## src/design/dwsc_pkg.sv

```systemverilog
`default_nettype none
package dwsc_pkg;

  localparam int unsigned PERIOD_TICKS_DEF = 10;
  localparam int unsigned CORR_LIMIT_DEF   = 31199;

  localparam int unsigned TARGET_W  = 7;
  localparam int unsigned GAIN_W    = 16;
  localparam int unsigned TOTAL_W   = 16;
  localparam int unsigned DUTY_W    = 16;
  localparam int unsigned PHASE_W   = 4;
  localparam int unsigned ERR_W     = TARGET_W + 1;
  localparam int unsigned SYNC_W    = TOTAL_W + 1;
  localparam int unsigned LIMIT_W   = 15;
  localparam int unsigned CFG_IDX_W = 2;
  localparam int unsigned CFG_DATA_W = 16;

  localparam logic [GAIN_W-1:0] KP_RESET = 16'd5120;
  localparam logic [GAIN_W-1:0] KI_RESET = 16'd102;

  typedef enum logic [CFG_IDX_W-1:0] {
    CFG_TARGET_LEFT,
    CFG_TARGET_RIGHT,
    CFG_KP_GAIN,
    CFG_KI_GAIN
  } cfg_idx_e;

  // operands one wheel lane needs for its correction
  typedef struct packed {
    logic signed [ERR_W-1:0]  err;
    logic signed [SYNC_W-1:0] sync;
  } lane_op_t;

  typedef struct packed {
    lane_op_t                 left;
    lane_op_t                 right;
    logic [TOTAL_W-1:0]       total_left;
    logic [TOTAL_W-1:0]       total_right;
    logic                     updated;
  } front_out_t;

  typedef struct packed {
    logic load2;
    logic load3;
    logic upd2;
  } pipe_ctl_t;

endpackage
`default_nettype wire

```

## src/design/dwsc_front.sv

```systemverilog
`default_nettype none
module dwsc_front #(
  parameter int unsigned PERIOD_TICKS = dwsc_pkg::PERIOD_TICKS_DEF
) (
  input  wire logic                          clk_i,
  input  wire logic                          rst_ni,
  input  wire logic                          accept_i,
  input  wire logic                          left_pulse_i,
  input  wire logic                          right_pulse_i,
  input  wire logic                          ms_tick_i,
  input  wire logic                          clear_i,
  input  wire logic [dwsc_pkg::TARGET_W-1:0] target_left_i,
  input  wire logic [dwsc_pkg::TARGET_W-1:0] target_right_i,
  output dwsc_pkg::front_out_t               out_o
);
  import dwsc_pkg::*;

  localparam logic [TARGET_W-1:0] CNT_MAX = {TARGET_W{1'b1}};

  logic [PHASE_W-1:0]  phase_q, phase_d;
  logic [TARGET_W-1:0] cnt_l_q, cnt_l_d, cnt_r_q, cnt_r_d;
  logic [TOTAL_W-1:0]  tot_l_q, tot_l_d, tot_r_q, tot_r_d;

  logic [TARGET_W-1:0] cnt_l_inc, cnt_r_inc;
  logic [PHASE_W:0]    phase_nx;
  logic                upd;
  logic [TOTAL_W-1:0]  tot_l_new, tot_r_new, diff;
  logic signed [SYNC_W-1:0] sync_r;

  always_comb begin
    cnt_l_inc = (left_pulse_i && cnt_l_q != CNT_MAX) ? cnt_l_q + 1'b1 : cnt_l_q;
    cnt_r_inc = (right_pulse_i && cnt_r_q != CNT_MAX) ? cnt_r_q + 1'b1 : cnt_r_q;
    phase_nx  = {1'b0, phase_q} + 1'b1;
    upd       = ms_tick_i && (phase_nx >= (PHASE_W+1)'(PERIOD_TICKS));
    tot_l_new = upd ? tot_l_q + TOTAL_W'(cnt_l_inc) : tot_l_q;
    tot_r_new = upd ? tot_r_q + TOTAL_W'(cnt_r_inc) : tot_r_q;
    diff      = tot_l_new - tot_r_new;
    sync_r    = $signed({diff[TOTAL_W-1], diff});

    out_o.left.err    = $signed({1'b0, target_left_i}) - $signed({1'b0, cnt_l_inc});
    out_o.right.err   = $signed({1'b0, target_right_i}) - $signed({1'b0, cnt_r_inc});
    out_o.left.sync   = -sync_r;
    out_o.right.sync  = sync_r;
    out_o.total_left  = tot_l_new;
    out_o.total_right = tot_r_new;
    out_o.updated     = upd;

    phase_d = phase_q;
    cnt_l_d = cnt_l_q;
    cnt_r_d = cnt_r_q;
    tot_l_d = tot_l_q;
    tot_r_d = tot_r_q;
    if (accept_i) begin
      if (upd) begin
        phase_d = '0;
      end else if (ms_tick_i) begin
        phase_d = phase_nx[PHASE_W-1:0];
      end
      // restart both counts at the period end
      cnt_l_d = upd ? '0 : cnt_l_inc;
      cnt_r_d = upd ? '0 : cnt_r_inc;
      // clear lands after this item's update
      tot_l_d = clear_i ? '0 : tot_l_new;
      tot_r_d = clear_i ? '0 : tot_r_new;
    end
  end

  always_ff @(posedge clk_i or negedge rst_ni) begin
    if (!rst_ni) begin
      phase_q <= '0;
      cnt_l_q <= '0;
      cnt_r_q <= '0;
      tot_l_q <= '0;
      tot_r_q <= '0;
    end else begin
      phase_q <= phase_d;
      cnt_l_q <= cnt_l_d;
      cnt_r_q <= cnt_r_d;
      tot_l_q <= tot_l_d;
      tot_r_q <= tot_r_d;
    end
  end

  a_phase_range: assert property (@(posedge clk_i) disable iff (!rst_ni)
    (PHASE_W+1)'(phase_q) < (PHASE_W+1)'(PERIOD_TICKS))
    else $error("period phase out of range");

  a_update_restart: assert property (@(posedge clk_i) disable iff (!rst_ni)
    (accept_i && upd) |=> (phase_q == '0 && cnt_l_q == '0 && cnt_r_q == '0))
    else $error("period state not restarted after update");

endmodule
`default_nettype wire

```

## config.mk

```make
export PLATFORM = sky130hd
export DESIGN_NAME = dwsc_front
export DESIGN_NICKNAME = d
export VERILOG_FILES = /design/src/design/dwsc_pkg.sv /design/src/design/dwsc_front.sv
export SDC_FILE = /design/constraint.sdc
export NUM_CORES = 1
export LEC_CHECK = 0
export BUFFER_PORTS_ARGS = -buffer_cell sky130_fd_sc_hd__buf_4
export CAP_MARGIN = 25
export CORE_AREA = 2 2 150 93
export CTS_CLUSTER_DIAMETER = 100
export DETAILED_ROUTE_END_ITERATION = 16
export DIE_AREA = 0 0 152 95
export SYNTH_ARGS = -nofsm -noshare
export SYNTH_HDL_FRONTEND = slang
export SYNTH_SLANG_ARGS = --single-unit
```

## constraint.sdc

```tcl
create_clock -name clk_i -period 16 [get_ports clk_i]
set_input_delay 3.2 -clock clk_i [delete_from_list [all_inputs] [get_ports clk_i]]
set_output_delay 3.2 -clock clk_i [all_outputs]
set_load 0.05 [all_outputs]
```

==> impl_metrics.json <==
{
  "maximum_number_of_pins_on_one_net_before_global_route_repair": 55,
  "setup.worst_path.start_class": "primary input",
  "slew_headroom_pct": 27.1,
  "worst_setup_hold_path_clk_slew_ps": 80,
  "drt.antenna.violating_nets": 0,
  "cts.root.buffer_cell": "sky130_fd_sc_hd__clkbuf_16",
  "regToRegSetupSlack_ps": 11580,
  "dieWidth_um": 152,
  "grt-ovfl-total": 0,
  "drt_iter0_markers": 338,
  "cts_repair_resize_count": 0,
  "core_um2": 13300,
  "synth-edff-count": 0,
  "timing_max_transition_violations_final": 0,
  "htreeDepth": 2,
  "num_io_pins": 104,
  "cts.sinks": 50,
  "grt_usage_pct": 20.1,
  "yosysSeqAreaShare_pct": 23.7,
  "final.period_utilization_pct": 76.0,
  "row_count": 33,
  "finClkSkew_ps": 10.5,
  "grt_pass1_vias": 4659,
  "worst-setup-path-type": "in -> out",
  "initial_core_util_pct": 39.8,
  "fraction_of_final_layout_cells_sized_beyond_drive_strength_1_pct": 17.5,
  "most-common-layout-cells": "105 x sky130_fd_sc_hd__buf_4, 88 x sky130_fd_sc_hd__inv_1, 57 x sky130_fd_sc_hd__xnor2_1",
  "timing_worst_slew_pin_value_ps": 1080,
  "crit_path_cell_trace": "buf_4 -> a21boi_1 -> nor2_1 -> a21oi_1 -> fa_1 -> o21ai_0 -> ha_1 -> nor2b_1 -> o2111a_1 -> nor3_1 -> maj3_1 -> a211oi_1 -> o21ai_2 -> a41oi_1 -> o21ai_2 -> o21ai_2 -> maj3_2 -> a21oi_1 -> xnor2_1 -> xnor2_1 -> buf_4",
  "detail_route.wirelength.met1_um": 7660,
  "drt_drc_violations_left": 0,
  "routed_wl_um": 14400,
  "holdCritPathClass": "reg -> reg",
  "hpwlAfterDp_um": 11400,
  "synth.cell_area_um2": 5280,
  "buffer_ports.inserted": 103,
  "synth-seq-cells": 50,
  "clock.fmax_ghz": 0.0822,
  "timing.critical_path.to_type": "primary output",
  "clock_path_buffers": 2,
  "antennaDiodeCount": 0,
  "cp.required_ps": 12800,
  "rsz0062_at_grt": "no",
  "via_per_inst": 5.30,
  "detailedRoute.firstPassIterationCount": 4,
  "area_delta_synth_final_pct": 19.7,
  "die_y_um": 95,
  "final_common_cell": "sky130_fd_sc_hd__buf_4",
  "post-cts-setup-buffers": 0,
  "first_pass_grt_wire_length_um": 23700,
  "yosys_warning_total": 0,
  "synthesis.instances": 672,
  "hold_viol": 0,
  "synth.net_count": 740,
  "synth_async_sr_flop_share_pct": 100,
  "cp_slowest_cell": "sky130_fd_sc_hd__o21ai_0",
  "route.vias.total": 4977,
  "antenna_found_initial": 0,
  "clk_latency_ps": 300,
  "design.final.nets": 831,
  "route.detailed.wl_per_inst_um": 15.4,
  "cts_buffers": 5,
  "design.die.area_um2": 14400,
  "postSynthAreaPerCell_um2": 7.86,
  "final_replace_weighted_congestion": 0.883,
  "synth_ff_type": "sky130_fd_sc_hd__dfrtp_1",
  "cts_tree": "done",
  "critPathMaxStageDelay_ps": 860,
  "worstPathMaxFanout": 8,
  "wl_met3_um": 849,
  "outcome": "completed",
  "top_signal_layer_used": "met4",
  "maxCapViolations": 0,
  "timing.critical_path.mode_cell": "sky130_fd_sc_hd__o21ai_2",
  "report.final.setup_viol": 0,
  "fin_setup_tns_ps": 0,
  "wl_met2_um": 5860,
  "synth_cell_type_count": 69,
  "critical_path_arrival_ps": 8960,
  "finalWorstPathRequiredPeriod_ps": 12160,
  "cts_hold_buffers": 0
}
final cells by class:
class                      count  area (um2)
sequential                    50        1250
tap                          175         219
inverter                      90         340
multi-input combinational    511        3580
clock inverter                 2        17.5
fill                        1312        6930
timing repair buffer         105         788
clock buffer                   6         129
critical path, delay by kind of cell:
family | cells | cell delay [ps]
AOI/OAI and AO/OA | 10 | 3130
adders and majority gates | 4 | 1410
xor gates and xnor gates | 2 | 560
and+or+nand+nor | 3 | 340
buffers and inverters | 2 | 310
registers in the layout, indices dropped and copies added (netlist names):
signal,cells
tot_l_q,16
tot_r_q,16
cnt_r_q,7
cnt_l_q,7
phase_q,4
cell families after synthesis:
family | count (synthesis) | share of synthesized area [%]
AOI/OAI and AO/OA | 194 | 23.6
and+or+nand+nor | 180 | 16.6
buffers and inverters | 111 | 8.60
xor gates and xnor gates | 85 | 14.7
adders and majority gates | 51 | 12.7
DFF | 50 | 23.7
muxes | 1 | 0.190
per-stage QoR:
step           hold slack [ps]  instances  area, um2  util (%)  setup slack [ps]
2_1_floorplan              507        672       5280         -              2850
3_3_place_gp               535        931       6170      46.6              4160
3_5_place_dp               548        931       6170      46.6              3910
5_1_grt                    597        939       6320      47.7              3470
4_1_cts                    559        939       6320      47.7              3880
6_report                   564        939       6320      47.7              3840
per-layer routing:
layer,global-route usage (%),vias to the layer above
met2,29.4,144
met3,3.49,4
met1,31.3,2329
met5,0,-
met4,2.73,0
li1,-,2500
Yosys cell counts (5+ instances only):
cell | count | area share [%]
sky130_fd_sc_hd__nand2b_1 | 16 | 1.9
sky130_fd_sc_hd__xor2_1 | 24 | 4.0
sky130_fd_sc_hd__o21ai_1 | 5 | 0.47
sky130_fd_sc_hd__o22ai_1 | 24 | 2.8
sky130_fd_sc_hd__nand2_1 | 51 | 3.6
sky130_fd_sc_hd__nand3_1 | 15 | 1.4
sky130_fd_sc_hd__nor3_1 | 9 | 0.85
sky130_fd_sc_hd__o211ai_1 | 8 | 1.1
sky130_fd_sc_hd__xnor2_1 | 57 | 9.5
sky130_fd_sc_hd__a21oi_1 | 39 | 3.7
sky130_fd_sc_hd__dfrtp_1 | 50 | 24
sky130_fd_sc_hd__a21o_1 | 5 | 0.71
sky130_fd_sc_hd__a211oi_1 | 6 | 0.85
sky130_fd_sc_hd__clkbuf_1 | 13 | 0.92
sky130_fd_sc_hd__nor2_1 | 52 | 3.7
sky130_fd_sc_hd__o21a_1 | 7 | 1.0
sky130_fd_sc_hd__ha_1 | 42 | 10
sky130_fd_sc_hd__inv_1 | 88 | 6.3
sky130_fd_sc_hd__o31ai_1 | 6 | 0.85
sky130_fd_sc_hd__nor2b_1 | 5 | 0.59
sky130_fd_sc_hd__nand4_1 | 7 | 0.83
sky130_fd_sc_hd__fa_1 | 5 | 1.9
sky130_fd_sc_hd__o21ai_0 | 52 | 4.9
final timing paths:
check,start,endpoint,cells after the start
setup / recovery,left_pulse_i,out_o[73],21
hold / removal,tot_l_q[15],tot_l_q[15],2
setup reg to reg,cnt_l_q[0],tot_l_q[12],17
min in group asynchronous,rst_ni,cnt_l_q[2],1
max in group asynchronous,rst_ni,tot_r_q[3],1
hold reg to reg,tot_l_q[15],tot_l_q[15],2
Power is not shown: default switching activity piles up to over one toggle a cycle in this logic, so the estimate is an artifact.
