[src/design/dwsc_pkg.sv]
`default_nettype none
package dwsc_pkg;

  localparam int unsigned PERIOD_TICKS_DEF = 10;
  localparam int unsigned CORR_LIMIT_DEF   = 31199;

  localparam int unsigned TARGET_W  = 7;
  localparam int unsigned GAIN_W    = 16;
  localparam int unsigned TOTAL_W   = 16;
  localparam int unsigned DUTY_W    = 16;
  localparam int unsigned PHASE_W   = 4;
  localparam int unsigned ERR_W     = TARGET_W + 1;
  localparam int unsigned SYNC_W    = TOTAL_W + 1;
  localparam int unsigned LIMIT_W   = 15;
  localparam int unsigned CFG_IDX_W = 2;
  localparam int unsigned CFG_DATA_W = 16;

  localparam logic [GAIN_W-1:0] KP_RESET = 16'd5120;
  localparam logic [GAIN_W-1:0] KI_RESET = 16'd102;

  typedef enum logic [CFG_IDX_W-1:0] {
    CFG_TARGET_LEFT,
    CFG_TARGET_RIGHT,
    CFG_KP_GAIN,
    CFG_KI_GAIN
  } cfg_idx_e;

  // operands one wheel lane needs for its correction
  typedef struct packed {
    logic signed [ERR_W-1:0]  err;
    logic signed [SYNC_W-1:0] sync;
  } lane_op_t;

  typedef struct packed {
    lane_op_t                 left;
    lane_op_t                 right;
    logic [TOTAL_W-1:0]       total_left;
    logic [TOTAL_W-1:0]       total_right;
    logic                     updated;
  } front_out_t;

  typedef struct packed {
    logic load2;
    logic load3;
    logic upd2;
  } pipe_ctl_t;

endpackage
`default_nettype wire

[src/design/dwsc_lane.sv]
`default_nettype none
module dwsc_lane #(
  parameter int unsigned CORRECTION_LIMIT = dwsc_pkg::CORR_LIMIT_DEF
) (
  input  wire logic                        clk_i,
  input  wire logic                        rst_ni,
  input  wire dwsc_pkg::pipe_ctl_t         ctl_i,
  input  wire dwsc_pkg::lane_op_t          op_i,
  input  wire logic [dwsc_pkg::GAIN_W-1:0] kp_gain_i,
  input  wire logic [dwsc_pkg::GAIN_W-1:0] ki_gain_i,
  output logic      [dwsc_pkg::DUTY_W-1:0] duty_o
);
  import dwsc_pkg::*;

  localparam int unsigned KP_PROD_W = GAIN_W + 1 + ERR_W;
  localparam int unsigned KI_PROD_W = GAIN_W + 1 + SYNC_W;
  localparam int unsigned CORR_W    = KI_PROD_W + 1;
  localparam int unsigned CLIP_W    = LIMIT_W + 1;
  localparam int unsigned SUM_W     = DUTY_W + 2;
  localparam logic signed [CORR_W-1:0] LIM_P = CORR_W'(CORRECTION_LIMIT);
  localparam logic signed [CORR_W-1:0] LIM_N = -LIM_P;

  logic signed [KP_PROD_W-1:0] prod_kp_q;
  logic signed [KI_PROD_W-1:0] prod_ki_q;
  logic [DUTY_W-1:0]           duty_q, duty_d;

  logic signed [CORR_W-1:0] corr, corr_clamped;
  logic signed [CLIP_W-1:0] clip;
  logic signed [SUM_W-1:0]  sum;

  // stage 2: one multiplier per gain
  always_ff @(posedge clk_i) begin
    if (ctl_i.load2) begin
      prod_kp_q <= $signed({1'b0, kp_gain_i}) * op_i.err;
      prod_ki_q <= $signed({1'b0, ki_gain_i}) * op_i.sync;
    end
  end

  // stage 3: sum, clamp, apply to duty
  always_comb begin
    corr = CORR_W'(prod_kp_q) + CORR_W'(prod_ki_q);
    if (corr > LIM_P) begin
      corr_clamped = LIM_P;
    end else if (corr < LIM_N) begin
      corr_clamped = LIM_N;
    end else begin
      corr_clamped = corr;
    end
    clip = corr_clamped[CLIP_W-1:0];
    sum  = $signed({2'b00, duty_q}) + SUM_W'(clip);
    duty_d = duty_q;
    if (ctl_i.load3 && ctl_i.upd2) begin
      if (sum[SUM_W-1]) begin
        duty_d = '0;
      end else if (sum[SUM_W-2]) begin
        duty_d = '1;
      end else begin
        duty_d = sum[DUTY_W-1:0];
      end
    end
  end

  always_ff @(posedge clk_i or negedge rst_ni) begin
    if (!rst_ni) begin
      duty_q <= '0;
    end else begin
      duty_q <= duty_d;
    end
  end

  assign duty_o = duty_q;

  a_duty_hold: assert property (@(posedge clk_i) disable iff (!rst_ni)
    !(ctl_i.load3 && ctl_i.upd2) |=> $stable(duty_q))
    else $error("duty moved without a control update");

endmodule
`default_nettype wire

[config.mk]
export PLATFORM = sky130hd
export DESIGN_NAME = dwsc_lane
export DESIGN_NICKNAME = d
export VERILOG_FILES = /design/src/design/dwsc_pkg.sv /design/src/design/dwsc_lane.sv
export SDC_FILE = /design/constraint.sdc
export NUM_CORES = 1
export LEC_CHECK = 0
export BUFFER_PORTS_ARGS = -buffer_cell sky130_fd_sc_hd__buf_2
export CORE_MARGIN = 1
export CORE_UTILIZATION = 45
export DETAILED_ROUTE_END_ITERATION = 16
export PLACE_DENSITY = 0.61
export SETUP_SLACK_MARGIN = 0.4
export SKIP_LAST_GASP = 1
export SLEW_MARGIN = 20
export SYNTH_ARGS = -nofsm -noshare
export SYNTH_HDL_FRONTEND = slang
export SYNTH_SLANG_ARGS = --single-unit
[constraint.sdc]
create_clock -name clk_i -period 8.55 [get_ports clk_i]
set_input_delay 1.2825 -clock clk_i [delete_from_list [all_inputs] [get_ports clk_i]]
set_output_delay 1.2825 -clock clk_i [all_outputs]
set_load 0.005 [all_outputs]
==> impl_metrics.toml, run 1 <==
[run]
maxCapViolCount = 0

[sta]
setup_viol = 0
final.setup.tns_ns = 0
finalCritPeriodShare_pct = 89.8
worst_pin_slew_ns = 0.908
max_freq_ghz = 0.130
rsz0062_at_grt = "no"
final-hold-violation-count = 0
slew_violations = 0
period_needed_ns = 7.68
relSlewSlack_pct = 39.3
fin_worst_skew_ns = 0.00770

[min_path]
hold-path-cell-count = 2
hold_class = "flip-flop to flip-flop"

[routing]
drt_iter0_markers = 877
routedWlPerCell_microns = 15.9
ant_nets = 0
vias = 14400
drc = 0
dr.pass1.iters = 12
finalWirelength_mm = 42.9
post_drt_via_cell_ratio = 5.33

[yosys]
ys_ff_latch = 75
synth_area_sq_um = 19000
syn_inst = 2116
synth_area_per_cell_sq_um = 8.96
yosysWarnings = 0
synth_top_area_share_pct = 31.2
synth_edf_count = 59
synth_area_leader_cell = "fa_1"
synth.distinct_cells = 76
async_reset_ff_share_pct = 21.3
ys_seq_area_share_pct = 11.5
synth_area_leaders = "fa_1, ha_1, edfxtp_1"
ys.flop_type = "edfxtp_1"
syn_nets = 2712

[clocking]
clk_path_buf_depth = 2
cts_root_buffer = "clkbuf_16"
cts_tree = "yes"
post_cts_resized = 0
htreeDepth = 3
cts.hold.buffers_added = 0
cts_setup_buffers = 0
cts_made_buffers = 9
cts.sinks = 75
cts.clk_slew.worst_paths_ns = 0.06
clkLatencyLatePin_ns = 0.36

[die]
num_rows = 74
die_w_microns = 207
dieArea_sq_um = 43000
core_sq_um = 41200
die_h_microns = 207
io-pin-count = 78
initial_core_util_pct = 46.0

[worst_setup_path]
worst_ep_arrival_time_ns = 7.79
start_kind = "input port"
crit_path_end_kind = "flip-flop"
ff2ff_path_depth = 27
critPathMaxFanout = 17
cp.required_ns = 8.66
crit_type = "input port to flip-flop"

[global_route]
antenna_found_initial = 0
grt_pass1_wl_mm = 74.0
grt_max_degree = 60
grt_pass1_vias = 15100
grt_util_all_layers_pct = 21.0
grt_overflow = 0

[layout]
final_cell_mix = "inv_1, fa_1, nand2_1, ha_1, and2_1"
final_util_pct = 49.0
diodes = 0
final_common_cell = "inv_1"
post_layout_nonfiller_instances = 2694
area_growth_pct = 6.37
layout.nets = 2753
drive_above_1_share_pct = 6.34

[place]
dp_cells = 2678
detailed_place_hpwl_mm = 35.7
place.gp.congestion = 0.857
io_buffer_count = 77

[outcome]
outcome = "finished clean"
## layout make-up
cell class / count / area [sq um]
inverter: 383 / 1440
clock buffer: 10 / 229
sequential: 75 / 2170
tap: 532 / 666
multi-input combinational: 1599 / 15100
fill: 3912 / 21000
timing repair buffer: 89 / 475
clock inverter: 6 / 97.6
## cells in the mapped netlist, drive strengths merged (6+ instances only)
master	instances
nand3	24
xnor2	53
or3	6
ha	238
xor2	20
buf	12
inv	383
fa	296
nor2b	13
a31oi	7
o21ai	68
a21oi	70
nand4	12
a21o	33
dfrtp	16
o21a	26
clkbuf	47
nor2	97
edfxtp	59
o21bai	14
o211ai	8
and3	8
nor3	27
nand2	249
o31ai	18
o41ai	6
nand2b	34
a211oi	14
and2	195
## critical path, stage by stage
cell      delay, ns
buf_2          0.31
nand2_1        0.16
fa_1           0.59
inv_1          0.06
fa_1           0.50
inv_1          0.06
fa_1           0.49
inv_1          0.06
fa_1           0.53
inv_1          0.05
fa_1           0.47
inv_1          0.05
fa_1           0.43
ha_1           0.36
a21o_1         0.23
nor2_1         0.08
o311ai_0       0.24
a211oi_1       0.37
nor2_1         0.13
o41ai_2        0.43
a41oi_1        0.20
a211oi_1       0.37
a21oi_1        0.12
nor2_1         0.12
xnor2_1        0.08
## final timing paths
path	startpoint	endpoint	slack (ns)
setup / recovery	ki_gain_i[9]	prod_ki_q[33]	0.87
hold / removal	duty_o[0]	duty_o[0]	0.52
setup reg to reg	prod_ki_q[0]	duty_o[14]	1.57
hold reg to reg	duty_o[0]	duty_o[0]	0.52
max in group asynchronous	rst_ni	duty_o[14]	7.48
min in group asynchronous	rst_ni	duty_o[3]	0.82
## metal layers
layer	wire, microns	part of all wire, %	track usage (%)
met1	18700	44	27.2
met2	21900	51	37.6
met3	1510	3.5	2.25
met4	813	1.9	4.63
met5	0	0	0
## stage by stage
| step | area, sq um | hold slack, ns | worst slack [ns] |
|---|---|---|---|
| floorplan | 19000 | 0.501 | 1.16 |
| global placement | 19800 | 0.491 | 0.408 |
| detailed placement | 19800 | 0.516 | 0.371 |
| CTS | 20200 | 0.530 | 0.705 |
| global route | 20200 | 0.548 | 0.549 |
| finish | 20200 | 0.521 | 0.872 |
## registers in the layout, indices dropped and copies added, names as in the netlist
register,flops
duty_o,16
prod_kp_q,25
prod_ki_q,34
## kinds of logic (layout without fill, tap and decap cells)
family | after synthesis | after routing | share of synthesized area, %
AOI/OAI and AO/OA | 302 | 302 | 11.0
and+or+nand+nor | 686 | 686 | 18.0
xor gates and xnor gates | 73 | 73 | 3.37
buffers and inverters | 442 | 488 | 8.98
DFF | 75 | 75 | 11.5
muxes | 4 | 4 | 0.218
adders and majority gates | 534 | 534 | 46.9
Power of run 1 is left out: the tool's default activity adds up to more than one toggle a clock period on the data nets, which glitch-free logic cannot reach.
==> run 2, diff against run 1 <==
- clock period: 8.55 -> 9 ns (I/O delays scaled with it)
==> impl_metrics.toml, run 2 (synthesis results as in run 1) <==
[worst_setup_path]
slowest_stage = "o41ai_1"
crit_type = "input port to flip-flop"
start_kind = "input port"
slowest_delay_ns = 0.63
worst-path-buf-inv = 6
critPathTopFamily = "adder cells"
cp_common_cell = "fa_1"
cp.required_ns = 9.10
critPathMaxFanout = 17
crit_path_end_kind = "flip-flop"
ff2ff_setup_slack_ns = 1.85
worst_ep_arrival_time_ns = 8.01

[sta]
relSlewSlack_pct = 40.9
period_needed_ns = 7.91
finalCritPeriodShare_pct = 87.9
max_freq_ghz = 0.126
setup_viol = 0
slew_violations = 0
worst_pin_slew_ns = 0.885
hold_slack_ns = 0.516
final.setup.tns_ns = 0
fin_ws_ns = 1.09
fin_worst_skew_ns = 0.00719
final-hold-violation-count = 0
rsz0062_at_grt = "no"

[global_route]
grt_pass1_wl_mm = 72.7
antenna_found_initial = 0
grt_util_all_layers_pct = 20.6
grt_pass1_vias = 14900
grt_overflow = 0
grt_max_degree = 60

[routing]
vias = 14300
dr.pass1.iters = 11
routedWlPerCell_microns = 15.8
drc = 0
ant_nets = 0
post_drt_via_cell_ratio = 5.33
drt_iter0_markers = 966
finalWirelength_mm = 42.5

[clocking]
clk_path_buf_depth = 2
cts_made_buffers = 9
cts.sinks = 75
cts.clk_slew.worst_paths_ns = 0.06
cts_tree = "yes"
cts_setup_buffers = 0
htreeDepth = 3
clkLatencyLatePin_ns = 0.35
cts.hold.buffers_added = 0
cts_root_buffer = "clkbuf_16"
post_cts_resized = 0

[layout]
area_growth_pct = 6.17
multi_input_area_sq_um = 15100
final_cell_mix = "inv_1, fa_1, nand2_1, ha_1, and2_1"
layout.nets = 2745
regArea_sq_um = 2170
largest_register_ffs = 34
final_common_cell = "inv_1"
diodes = 0
largest_register = "prod_ki_q"
n_fill_cell = 3870
drive_above_1_share_pct = 6.04

[place]
detailed_place_hpwl_mm = 35.1
place.gp.congestion = 0.863
io_buffer_count = 77
pre_cts_slack_ns = 0.724

[run]
maxCapViolCount = 0

[die]
initial_core_util_pct = 46.0
num_rows = 74
die_w_microns = 207
die_h_microns = 207
io-pin-count = 78
dieArea_sq_um = 43000
core_sq_um = 41200

[outcome]
outcome = "finished clean"

[min_path]
hold_class = "flip-flop to flip-flop"
-- run 2: layer usage --
metal | part of all wire (%) | wire (microns) | vias up | track usage (%)
met5 | 0 | 0 | - | 0
met4 | 1.4 | 593 | 0 | 3.47
met3 | 3.7 | 1580 | 39 | 2.10
met2 | 52 | 22200 | 279 | 37.4
met1 | 43 | 18100 | 7150 | 26.9
li1 | - | - | 6850 | -
-- run 2: worst paths after layout --
path	to	from	depth (start not counted)
worst max-delay path	prod_ki_q[33]	ki_gain_i[12]	25
worst min-delay path	duty_o[8]	duty_o[8]	2
worst max register to register	duty_o[7]	prod_ki_q[0]	26
worst min register to register	duty_o[8]	duty_o[8]	2
max in group asynchronous	duty_o[14]	rst_ni	1
min in group asynchronous	duty_o[2]	rst_ni	1
-- run 2: worst reg2reg max path, stage by stage (launching register included) --
cell and delay (ns):
edfxtp_1 0.38, ha_1 0.18, inv_1 0.06, fa_1 0.39
and2b_1 0.25, o2111ai_2 0.14, and3_1 0.30, o31a_4 0.35
o21ai_2 0.20, a41oi_1 0.16, a22oi_1 0.17, nor4b_1 0.35
nand4_2 0.24, o21ai_2 0.67, o21ai_2 0.12, ha_1 0.35
o21ai_0 0.19, a21oi_1 0.11, o41ai_1 0.56, o2111ai_1 0.28
a41oi_1 0.35, inv_1 0.08, a21oi_1 0.16, o21bai_1 0.11
xnor2_2 0.56, nor2_1 0.12, o31ai_1 0.22
-- run 2: stage by stage --
stage | util, % | instance area (sq um) | cells
2_1_floorplan | - | 19000 | 2116
3_3_place_gp | 48.0 | 19800 | 2670
3_5_place_dp | 48.0 | 19800 | 2670
4_1_cts | 48.9 | 20100 | 2686
5_1_grt | 48.9 | 20100 | 2686
6_report | 48.9 | 20100 | 2686
-- run 2: layout make-up --
cell class | instances | area share, %
tap | 532 | 3.31
inverter | 383 | 7.14
clock buffer | 9 | 1.12
sequential | 75 | 10.8
multi-input combinational | 1599 | 75.0
timing repair buffer | 81 | 2.06
clock inverter | 7 | 0.615
Power of run 2 is left out for the same reason.
